## src/hdl/assert_macros.svh

```systemverilog
// assertion helpers shared by the rtl files
`ifndef ASSERT_MACROS_SVH
`define ASSERT_MACROS_SVH

`ifndef NO_ASSERTIONS

`define NBCC_ASSERT(label, prop) \
	label: assert property (@(posedge clk) disable iff (!arst_n) (prop)) \
		else $error("assertion failed");

`define NBCC_ASSERT_NEXT(label, ante, cons) \
	label: assert property (@(posedge clk) disable iff (!arst_n) (ante) |=> (cons)) \
		else $error("assertion failed");

`else

`define NBCC_ASSERT(label, prop)

`define NBCC_ASSERT_NEXT(label, ante, cons)

`endif

`endif

```

## src/hdl/nbcc_pkg.sv

```systemverilog
package nbcc_pkg;

	localparam int STRIP_LEDS = 8;
	localparam int LED_W = (STRIP_LEDS > 1) ? $clog2(STRIP_LEDS) : 1;
	localparam logic [LED_W-1:0] LED_LAST = LED_W'(STRIP_LEDS - 1);

	localparam logic [1:0] CFG_MAX_BRIGHTNESS = 2'd0;
	localparam logic [1:0] CFG_SPEED_LEVEL    = 2'd1;
	localparam logic [1:0] CFG_FIRST_LED      = 2'd2;

	typedef enum logic [2:0] {
		ST_IDLE,
		ST_STEP,
		ST_SCALE,
		ST_WAIT,
		ST_EMIT
	} state_t;

	typedef enum logic [1:0] {
		CH_G,
		CH_R,
		CH_B
	} chan_t;

	typedef struct packed {
		logic       start;
		logic [7:0] chan;
		logic [7:0] level;
		logic [7:0] peak;
	} scl_req_t;

	typedef struct packed {
		logic       done;
		logic [7:0] result;
	} scl_rsp_t;

	typedef struct packed {
		logic [7:0] r;
		logic [7:0] g;
		logic [7:0] b;
	} rgb_t;

	function automatic logic [5:0] update_interval(input logic [3:0] spd);
		logic [5:0] iv;
		case (spd)
			4'd0: iv = 6'd45;
			4'd1: iv = 6'd20;
			4'd2: iv = 6'd29;
			4'd3: iv = 6'd20;
			default: iv = 6'd15;
		endcase
		return iv;
	endfunction

	function automatic rgb_t palette(input logic [2:0] idx, input logic [7:0] m,
			input logic [3:0] spd);
		logic [7:0]  off;
		logic [7:0]  d;
		logic [15:0] p;
		logic [7:0]  m5;
		logic [7:0]  m2;
		rgb_t        c;
		off = {3'b000, spd, 1'b0};
		d = (m > off) ? (m - off) : 8'd0;
		// m/5 as m*205 >> 10, exact for 8-bit m
		p = 16'(m) * 16'd205;
		m5 = 8'(p >> 10);
		m2 = {1'b0, m[7:1]};
		case (idx)
			3'd0: c = '{r: m, g: 8'd0, b: 8'd0};
			3'd1: c = '{r: m, g: m5, b: 8'd0};
			3'd2: c = '{r: d, g: d, b: 8'd0};
			3'd3: c = '{r: 8'd0, g: m, b: 8'd0};
			3'd4: c = '{r: 8'd0, g: d, b: d};
			3'd5: c = '{r: 8'd0, g: 8'd0, b: m};
			3'd6: c = '{r: d, g: 8'd0, b: d};
			default: c = '{r: m2, g: m2, b: m2};
		endcase
		return c;
	endfunction

endpackage

```

## src/hdl/neon_breathing_color_cycler.sv

```systemverilog
// Neon breathing color cycler: each request carries a millisecond time stamp;
// the brightness takes one step when the speed-level interval has elapsed,
// then the block emits STRIP_LEDS results, one per LED, carrying the palette
// color scaled by level / max_brightness (green on chan_a). An item passes
// through the brightness step, then each of the three channels in turn goes
// through the shared multiply and 16-step serial divide unit, then the LED
// results go out, one per cycle while out_stall is low.
// in_stall is high for that whole time. Configuration writes are always
// taken (cfg_ready is tied high) and must arrive only while the block is idle.
`include "assert_macros.svh"

module neon_breathing_color_cycler (
	input  logic        clk,
	input  logic        arst_n,
	input  logic        in_valid,
	output logic        in_stall,
	input  logic [31:0] now_ms,
	output logic        out_valid,
	input  logic        out_stall,
	output logic [7:0]  led_num,
	output logic [7:0]  chan_a,
	output logic [7:0]  chan_b,
	output logic [7:0]  chan_c,
	output logic        last_led,
	input  logic        cfg_valid,
	output logic        cfg_ready,
	input  logic [1:0]  cfg_index,
	input  logic [7:0]  cfg_data
);

	nbcc_pkg::state_t state_q, state_d;
	nbcc_pkg::chan_t  chan_q;

	logic [7:0]  max_q;
	logic [3:0]  speed_q;
	logic [7:0]  first_q;

	logic [31:0] now_q;
	logic [31:0] last_time_q;
	logic [2:0]  pal_q;
	logic [7:0]  level_q;
	logic        ramp_up_q;

	logic [7:0]  g_q;
	logic [7:0]  r_q;
	logic [7:0]  b_q;
	logic [nbcc_pkg::LED_W-1:0] pos_q;

	logic               accept;
	logic               emit_take;
	logic [31:0]        elapsed;
	logic               due;
	logic [7:0]         level_inc;
	nbcc_pkg::rgb_t     color;
	nbcc_pkg::scl_req_t req;
	nbcc_pkg::scl_rsp_t rsp;

	assign cfg_ready = 1'b1;
	assign accept    = in_valid && !in_stall;
	assign emit_take = out_valid && !out_stall;
	assign elapsed   = now_q - last_time_q;
	assign due       = elapsed >= {26'd0, nbcc_pkg::update_interval(speed_q)};
	assign level_inc = level_q + 8'd1;
	assign color     = nbcc_pkg::palette(pal_q, max_q, speed_q);

	always_ff @(posedge clk or negedge arst_n) begin
		if (!arst_n) begin
			max_q   <= 8'hff;
			speed_q <= '0;
			first_q <= '0;
		end else if (cfg_valid && cfg_ready) begin
			case (cfg_index)
				nbcc_pkg::CFG_MAX_BRIGHTNESS: max_q <= cfg_data;
				nbcc_pkg::CFG_SPEED_LEVEL: speed_q <= cfg_data[3:0];
				nbcc_pkg::CFG_FIRST_LED: first_q <= cfg_data;
				default: ;
			endcase
		end
	end

	// next state
	always_comb begin
		state_d = state_q;
		case (state_q)
			nbcc_pkg::ST_IDLE: if (in_valid) state_d = nbcc_pkg::ST_STEP;
			nbcc_pkg::ST_STEP: state_d = nbcc_pkg::ST_SCALE;
			nbcc_pkg::ST_SCALE: state_d = nbcc_pkg::ST_WAIT;
			nbcc_pkg::ST_WAIT: begin
				if (rsp.done)
					state_d = (chan_q == nbcc_pkg::CH_B) ? nbcc_pkg::ST_EMIT
						: nbcc_pkg::ST_SCALE;
			end
			nbcc_pkg::ST_EMIT: begin
				if (!out_stall && pos_q == nbcc_pkg::LED_LAST)
					state_d = nbcc_pkg::ST_IDLE;
			end
			default: state_d = nbcc_pkg::ST_IDLE;
		endcase
	end

	// outputs
	always_comb begin
		in_stall  = (state_q != nbcc_pkg::ST_IDLE);
		out_valid = (state_q == nbcc_pkg::ST_EMIT);
		req.start = (state_q == nbcc_pkg::ST_SCALE);
		req.level = level_q;
		req.peak  = max_q;
		case (chan_q)
			nbcc_pkg::CH_G: req.chan = color.g;
			nbcc_pkg::CH_R: req.chan = color.r;
			nbcc_pkg::CH_B: req.chan = color.b;
			default: req.chan = 8'd0;
		endcase
	end

	always_ff @(posedge clk or negedge arst_n) begin
		if (!arst_n) begin
			state_q     <= nbcc_pkg::ST_IDLE;
			chan_q      <= nbcc_pkg::CH_G;
			pos_q       <= '0;
			last_time_q <= '0;
			pal_q       <= '0;
			level_q     <= '0;
			ramp_up_q   <= 1'b1;
		end else begin
			state_q <= state_d;
			case (state_q)
				nbcc_pkg::ST_STEP: begin
					chan_q <= nbcc_pkg::CH_G;
					pos_q  <= '0;
					if (due) begin
						last_time_q <= now_q;
						if (ramp_up_q) begin
							if (level_inc >= max_q) begin
								level_q   <= max_q;
								ramp_up_q <= 1'b0;
							end else begin
								level_q <= level_inc;
							end
						end else if (level_q != 8'd0) begin
							level_q <= level_q - 8'd1;
						end else begin
							ramp_up_q <= 1'b1;
							pal_q     <= pal_q + 3'd1;
						end
					end
				end
				nbcc_pkg::ST_WAIT: begin
					if (rsp.done) begin
						case (chan_q)
							nbcc_pkg::CH_G: chan_q <= nbcc_pkg::CH_R;
							nbcc_pkg::CH_R: chan_q <= nbcc_pkg::CH_B;
							default: chan_q <= nbcc_pkg::CH_G;
						endcase
					end
				end
				nbcc_pkg::ST_EMIT: begin
					if (emit_take && pos_q != nbcc_pkg::LED_LAST)
						pos_q <= pos_q + nbcc_pkg::LED_W'(1);
				end
				default: ;
			endcase
		end
	end

	always_ff @(posedge clk) begin
		if (accept)
			now_q <= now_ms;
		if (state_q == nbcc_pkg::ST_WAIT && rsp.done) begin
			case (chan_q)
				nbcc_pkg::CH_G: g_q <= rsp.result;
				nbcc_pkg::CH_R: r_q <= rsp.result;
				nbcc_pkg::CH_B: b_q <= rsp.result;
				default: ;
			endcase
		end
	end

	nbcc_scaler u_scaler (
		.clk    (clk),
		.arst_n (arst_n),
		.req    (req),
		.rsp    (rsp)
	);

	assign led_num  = first_q + 8'(pos_q);
	assign chan_a   = g_q;
	assign chan_b   = r_q;
	assign chan_c   = b_q;
	assign last_led = (pos_q == nbcc_pkg::LED_LAST);

	`NBCC_ASSERT(a_no_accept_during_emit, out_valid |-> in_stall)
	`NBCC_ASSERT_NEXT(a_accept_steps, accept, state_q == nbcc_pkg::ST_STEP)
	`NBCC_ASSERT(a_done_in_wait, rsp.done |-> (state_q == nbcc_pkg::ST_WAIT))

endmodule

```

## src/hdl/nbcc_scaler.sv

```systemverilog
`include "assert_macros.svh"

module nbcc_scaler (
	input  logic               clk,
	input  logic               arst_n,
	input  nbcc_pkg::scl_req_t req,
	output nbcc_pkg::scl_rsp_t rsp
);

	logic        busy_q;
	logic        done_q;
	logic [3:0]  cnt_q;
	logic [7:0]  r_q;
	logic [15:0] dq_q;
	logic [7:0]  d_q;
	logic [7:0]  result_q;

	logic [8:0]  rem;
	logic        ge;
	logic [15:0] quot;

	// one restoring division step per cycle while busy
	assign rem  = {r_q, dq_q[15]};
	assign ge   = rem >= {1'b0, d_q};
	assign quot = {dq_q[14:0], ge};

	always_ff @(posedge clk or negedge arst_n) begin
		if (!arst_n) begin
			busy_q <= 1'b0;
			done_q <= 1'b0;
			cnt_q  <= '0;
		end else begin
			done_q <= 1'b0;
			if (req.start) begin
				busy_q <= 1'b1;
				cnt_q  <= '0;
			end else if (busy_q) begin
				cnt_q <= cnt_q + 4'd1;
				if (cnt_q == 4'd15) begin
					busy_q <= 1'b0;
					done_q <= 1'b1;
				end
			end
		end
	end

	always_ff @(posedge clk) begin
		if (req.start) begin
			dq_q <= 16'(req.chan) * 16'(req.level);
			r_q  <= '0;
			d_q  <= req.peak;
		end else if (busy_q) begin
			dq_q <= quot;
			r_q  <= ge ? 8'(rem - {1'b0, d_q}) : rem[7:0];
			if (cnt_q == 4'd15) begin
				if (d_q == 8'd0)
					result_q <= 8'd0;
				else if (quot[15:8] != 8'd0)
					result_q <= 8'hff;
				else
					result_q <= quot[7:0];
			end
		end
	end

	assign rsp.done   = done_q;
	assign rsp.result = result_q;

	`NBCC_ASSERT(a_done_after_busy, done_q |-> $past(busy_q))
	`NBCC_ASSERT_NEXT(a_start_busy, req.start, busy_q)
	`NBCC_ASSERT(a_rem_below_div, (busy_q && d_q != 8'd0) |-> (r_q < d_q))

endmodule
```

## config.mk

```make
export PLATFORM = sky130hd
export DESIGN_NAME = neon_breathing_color_cycler
export DESIGN_NICKNAME = d
export VERILOG_FILES = /design/src/hdl/nbcc_pkg.sv /design/src/hdl/neon_breathing_color_cycler.sv /design/src/hdl/nbcc_scaler.sv
export VERILOG_INCLUDE_DIRS = /design/src /design/src/hdl
export SDC_FILE = /design/constraint.sdc
export NUM_CORES = 1
export LEC_CHECK = 0
export BUFFER_PORTS_ARGS = -buffer_cell sky130_fd_sc_hd__buf_2
export CAP_MARGIN = 10
export CELL_PAD_IN_SITES_DETAIL_PLACEMENT = 0
export CELL_PAD_IN_SITES_GLOBAL_PLACEMENT = 1
export CORE_ASPECT_RATIO = 1.4
export CORE_UTILIZATION = 45
export CTS_BUF_LIST = sky130_fd_sc_hd__clkbuf_8
export DETAILED_ROUTE_END_ITERATION = 7
export PLACE_DENSITY_LB_ADDON = 0.12
export SETUP_SLACK_MARGIN = 0.3
export SLEW_MARGIN = 20
export SYNTH_ARGS = -nofsm -noshare
export SYNTH_HDL_FRONTEND = slang
export SYNTH_SLANG_ARGS = --single-unit
```

## constraint.sdc

```tcl
create_clock -name clk -period 7.8 [get_ports clk]
set_clock_uncertainty 0.05 [all_clocks]
set_input_delay 0.39 -clock clk [delete_from_list [all_inputs] [get_ports clk]]
set_output_delay 0.39 -clock clk [all_outputs]
set_load 0.05 [all_outputs]
```

**Yosys cells after proc, flatten, opt, wreduce, memory -nomap -nowiden**

Cells that the tools add are included.

- Multiplexer cells: 32
- Order comparisons: 4
- Reductions and logical operators: 34
- Bitwise logic cells: 3
- Eq/ne operators: 24
- Multiply operators: 2
- $add $sub $neg: 9

Operators with widths:

| operator | number |
|---|---|
| case mux 24 bit (7 select lines) | 1 |
| 2-to-1 mux 8 bit | 6 |
| greater-or-equal comparator 32 x 6 -> 1 bit | 1 |
| 2-to-1 mux 16 bit | 2 |
| subtractor 32 bit | 1 |
| case mux 8 bit (3 select lines) | 1 |
| case mux 6 bit (3 select lines) | 1 |
| AND reduction 2 bit | 9 |
| multiplier 8 x 8 -> 16 bit | 1 |
| multiplier 8 x 8 -> 16 bit, second input constant | 1 |
| nonzero test 8 bit | 2 |
| == test 3 bit, second input constant | 5 |
| 2-to-1 mux 3 bit | 5 |
| case mux 3 bit (5 select lines) | 1 |
| == test 3 x 2 -> 1 bit, second input constant | 4 |
| greater-or-equal comparator 9 x 8 -> 1 bit | 1 |
| 2-to-1 mux 1 bit | 9 |
| AND reduction 3 bit | 3 |
| adder 8 x 1 -> 8 bit, second input constant | 1 |
| adder 8 x 3 -> 8 bit | 1 |
| == test 4 x 2 -> 1 bit, second input constant | 2 |
| greater-or-equal comparator 8 bit | 1 |
| greater-than comparator 8 x 5 -> 1 bit | 1 |
| zero test 8 bit | 1 |
| other kinds (27) | 47 |

- Input port bits: 47
- Register bits: 174

**Longest topological paths before layout**

- Depth in word-level cells: 6
- Mapped depth: 37
- Mapped depth without buffers: 36

**By module**

Synthesis repeated with hierarchy kept, for this count alone.

- Cell total of the unflattened synthesis: 1461
- Area, all modules: 14144.8 um2

Modules (own cells, without submodules):

| module | cells each | area an instance (um2) | instances |
|---|---|---|---|
| neon_breathing_color_cycler | 1022 | 9744.3 | 1 |
| nbcc_scaler | 439 | 4400.5 | 1 |

**Worst setup path after synthesis**

No wires, ideal clock.

- Path type: register to register
- From: register max_q[5]
- To: register u_scaler.dq_q[15], data pin
- Path buffers: 1
- Cell stages (with the launch flop): 35
- Data required time: 7483 ps
- Arrival: 8300 ps
- Path slack: -816 ps
- Cells stage by stage: dfstp_2 > clkbuf_1 > inv_1 > ha_1 > ha_1 > fa_1 > inv_1 > fa_1 > inv_1 > ha_1 > or3_1 > a31oi_1 > o21ai_0 > xnor2_1 > nor2_1 > a2111oi_0 > a21oi_1 > o221ai_1 > or2_2 > fa_1 > fa_1 > inv_1 > fa_1 > inv_1 > fa_1 > inv_1 > ha_1 > a21boi_0 > o21ai_0 > a21boi_0 > o21ai_0 > a21oi_1 > o41ai_1 > xnor2_1 > o21ai_0

- Cells in the longest elaborated chain, start to end: 6
- Elaborated cells on any way between the ends: 8

Ends and longest elaborated chain:

| element | RTL line | RTL |
|---|---|---|
| start, declared | neon_breathing_color_cycler.sv:34 | `logic [7:0] max_q;` |
| start signal, assigned | neon_breathing_color_cycler.sv:73 | `nbcc_pkg::CFG_MAX_BRIGHTNESS: max_q <= cfg_data;` |
| parallel branches: the longest is 2 deep, another holds multiplier 8 x 8 -> 16 bit | n/a |  |
| case mux 24 bit (7 select lines) * | nbcc_pkg.sv:69 | `case (idx)` |
| case mux 8 bit (3 select lines) * | neon_breathing_color_cycler.sv:108 | `case (chan_q)` |
| multiplier 8 x 8 -> 16 bit * | nbcc_scaler.sv:49 | `dq_q <= 16'(req.chan) * 16'(req.level);` |
| 2-to-1 mux 16 bit * | nbcc_scaler.sv:48 | `if (req.start) begin` |
| end signal, assigned | nbcc_scaler.sv:49 |  |
| end signal, assigned | nbcc_scaler.sv:53 | `dq_q <= quot;` |
| end, declared | nbcc_scaler.sv:14 | `logic [15:0] dq_q;` |

Mark *: on every way between the ends.
A chain may end at the register's enable or synchronous reset.

**Final worst setup path**

- From: register max_q[1]
- To: register u_scaler.dq_q[15], data pin

Same word-level chain as after synthesis.

==> qor.txt <==
outcome: complete, but fails checks
violations in the final reports: setup timing
maximum fanout encountered on the critical timing path: 5
RSZ-0062 raised after global routing: true
number of top-level design ports: 83
share of the clock period used by the worst path after layout: 103%
Clock H-tree levels: 4
hold path start: cfg_data[5]
number of distinct library cells after synthesis: 80
detail-routed via count per cell: 5.46
all-layer global routing usage: 22.5%
slew margin rel.: 34.6%
Endpoint, Worst Hold: max_q[5]
largest net degree at the start of global routing: 53
Core Footprint: 0.0300 mm^2
startpoint of the worst register-to-register path: max_q[1]
number of warnings printed during yosys synthesis: 0
register area share after synthesis: 34.7%
area growth from synthesis to layout: 16.6%
total CTS buffers: 17
highest achievable clock rate: 124 MHz
Synth area leaders: sky130_fd_sc_hd__edfxtp_1, sky130_fd_sc_hd__ha_1, sky130_fd_sc_hd__dfrtp_1
most numerous cell in the Yosys netlist: sky130_fd_sc_hd__inv_1
Max stage delay cell, worst path: sky130_fd_sc_hd__dfstp_2
Post-Synthesis Mean Instance Area: 9.68 um^2
origin of the worst setup path: max_q[1]
wire length of the first global-routing pass: 55.1 mm
Worst-Skew Late Latency: 0.50 ns
Final Hold Vio Count: 0
detailed-placement wirelength estimate: 26.5 mm
Setup Viol. Count Final: 4
worst reg-to-reg setup slack: -0.27 ns
Port Buf Inserts: 81
Hold Path Depth: 3
fraction of final layout cells with drive strength greater than 1: 20.5%
peak supply drop: 158 uV
initial antenna violation count: 0
synthesized netlist cell count: 1419
root buffer cell: sky130_fd_sc_hd__clkbuf_8
R2R Path End: u_scaler.dq_q[15]
Commonest cells post-synth: sky130_fd_sc_hd__inv_1, sky130_fd_sc_hd__ha_1, sky130_fd_sc_hd__nand2_1, sky130_fd_sc_hd__edfxtp_1, sky130_fd_sc_hd__o21ai_0
post-placement cell area: 0.0150 mm^2
weighted congestion reported at the end of routability-driven placement: 0.956
post-detailed-route wirelength per cell: 16.8 um
Critical Path RT: 7.99 ns
largest stage delay on the critical path: 0.60 ns
number of cells on the worst reg-to-reg path: 33
vias post-DR: 10800
worst setup path class: flip-flop to flip-flop
final antenna diode count: 0
Min Clock Period, post-route: 8.07 ns
sum of negative setup slack: -0.920 ns
share of Yosys cell area claimed by the top area cell type: 19.2%
top_reg_cell synth: sky130_fd_sc_hd__edfxtp_1
asr flop ratio synth: 44.8%
full die area: 0.0312 mm^2
cell accounting for the most synthesized area: sky130_fd_sc_hd__edfxtp_1
Initial DRC Count: 351
total standard cell area after synthesis: 0.0137 mm^2
Post-route DRC: 0
post-route standard cell area excluding fillers: 0.0160 mm^2
leakage component of the power: 7.14 nW
type of origin of the critical path: flip-flop
Pre-Repair DR Iteration Count: 5
vias in the first global route: 11200
power density over cell area: 402 mW/mm^2
MaxCap Viol Count: 0
count of clock tree sinks: 174
antenna-violating nets left: 0
DIE WIDTH: 150 um
clock tree from TritonCTS: done
buffer depth of the longest clock path: 2
net total in the final layout: 1825
class of the tightest hold or removal check: primary input to flip-flop
measured slew at the worst slew-check pin: 0.980 ns
Post-Syn Nets: 1666
Final Worst Setup Slack: -0.272 ns
CTS clock-pin slew for the worst setup and hold paths: 0.09 ns
total power after layout: 0.00644 W
number of flops mapped to enable cells by yosys: 88
starting density of the core: 45.7%
total wirelength of the detailed-routed design: 33.2 mm
vertical die dimension: 209 um
global route total overflow: 0
Arrival @ worst endpoint: 8.26 ns
Slew Limit Fails: 0
Site Rows: 75
Seq cells post-synth: 174
CP Capture Type: flip-flop
library cell appearing most often on the critical path: sky130_fd_sc_hd__fa_1
[through the flow]
step	worst slack, ns	std cells	util [%]	hold WS (ns)
CTS	-0.202	1974	53.0	0.0546
floorplan	-0.0812	1419	-	0.0444
global placement	-0.400	1903	50.0	0.279
detailed placement	-0.608	1903	50.0	0.282
finish	-0.272	1976	53.3	0.0860
global route	-0.546	1976	53.3	0.0768
[cell type report]
cell class                      instances  area (um^2)
Inverter                              167          627
Sequential cell                       174         4770
Multi-Input combinational cell       1029         8450
Fill cell                            2863        14000
Timing Repair Buffer                  189         1300
Tap cell                              385          482
Clock inverter                         13          129
Clock buffer                           19          262
[where the power goes]
part | internal (W) | leakage [nW] | switching, W
registers | 0.00122 | 1.80 | 0.000233
clock network | 0.000277 | 0.207 | 0.000356
logic | 0.00195 | 5.14 | 0.00240
[worst max-delay path: cells and delay by family (launching register included)]
| kind | cells | cell delay (ns) |
|---|---|---|
| flops | 1 | 0.60 |
| buf+inv | 6 | 0.28 |
| simple gates | 2 | 0.48 |
| fa+ha+maj | 10 | 3.88 |
| compound gates | 12 | 2.03 |
| xor+xnor | 3 | 0.50 |
[logic make-up (layout without fill, tap and decap cells)]
kind of cell / count (synthesis) / after routing / synth area share (%)
adder cells (fa/ha/maj): 200 / 200 / 20.9
other: 1 / 1 / 0.0273
flip-flops: 174 / 174 / 34.7
buffers and inverters: 216 / 388 / 6.29
AND/OR/NAND/NOR: 382 / 382 / 13.7
multiplexers: 66 / 66 / 5.59
XOR/XNOR: 58 / 58 / 3.70
AO/OA/AOI/OAI: 322 / 322 / 15.1
[state kept, by name, summed over array words and instances (netlist names), 8 cells and up]
| register | count |
|---|---|
| chan_c | 8 |
| level_q | 8 |
| max_q | 8 |
| u_scaler.r_q | 8 |
| last_time_q | 32 |
| chan_a | 8 |
| u_scaler.d_q | 8 |
| first_q | 8 |
| u_scaler.result_q | 8 |
| now_q | 32 |
| u_scaler.dq_q | 16 |
| chan_b | 8 |
[cells in the final DEF, fill, tap and decap left out, types with 14 or more instances in the layout]
master                            n
sky130_fd_sc_hd__o21ai_0         73
sky130_fd_sc_hd__clkbuf_8        19
sky130_fd_sc_hd__buf_2           80
sky130_fd_sc_hd__buf_4           76
sky130_fd_sc_hd__nor3_1          30
sky130_fd_sc_hd__dlygate4sd3_1   33
sky130_fd_sc_hd__and2_1          23
sky130_fd_sc_hd__a21o_1          18
sky130_fd_sc_hd__nand4_1         19
sky130_fd_sc_hd__dfrtp_1         69
sky130_fd_sc_hd__nand3_1         19
sky130_fd_sc_hd__ha_1           144
sky130_fd_sc_hd__nor2_1          73
sky130_fd_sc_hd__xnor2_1         26
sky130_fd_sc_hd__xor2_1          30
sky130_fd_sc_hd__o21a_1          17
sky130_fd_sc_hd__nor4_1          17
sky130_fd_sc_hd__a21oi_1         76
sky130_fd_sc_hd__fa_1            47
sky130_fd_sc_hd__edfxtp_1        88
sky130_fd_sc_hd__inv_1          160
sky130_fd_sc_hd__mux2_2          42
sky130_fd_sc_hd__o31ai_1         14
sky130_fd_sc_hd__nor2b_1         14
sky130_fd_sc_hd__nand2b_1        15
sky130_fd_sc_hd__nand2_1        114
[per-layer routing]
metal | share of wire [%] | track usage [%] | up-vias
met3 | 2.2 | 2.38 | 63
met5 | 0 | 0 | -
met1 | 39 | 23.8 | 5218
met2 | 55 | 43.4 | 179
met4 | 3.6 | 10.6 | 0
li1 | - | - | 5337
[how the worst max path moves through the flow]
stage,to,slack (ns),depth (start not counted)
detailed placement,u_scaler.dq_q[15],-0.61,36
finish,u_scaler.dq_q[15],-0.27,33
floorplan,u_scaler.dq_q[15],-0.08,33
global placement,u_scaler.dq_q[14],-0.40,35
global route,u_scaler.dq_q[14],-0.55,32
CTS,u_scaler.dq_q[15],-0.20,33
[repair_timing]
item,in CTS,in global routing
hold endpoints to repair,58,0
buffers inserted,6,2
gates resized for setup,30,16
setup endpoints to repair,8,9
hold buffers,33,0
pin swaps,25,14
No activity file was read; power rests on OpenSTA's default activity.
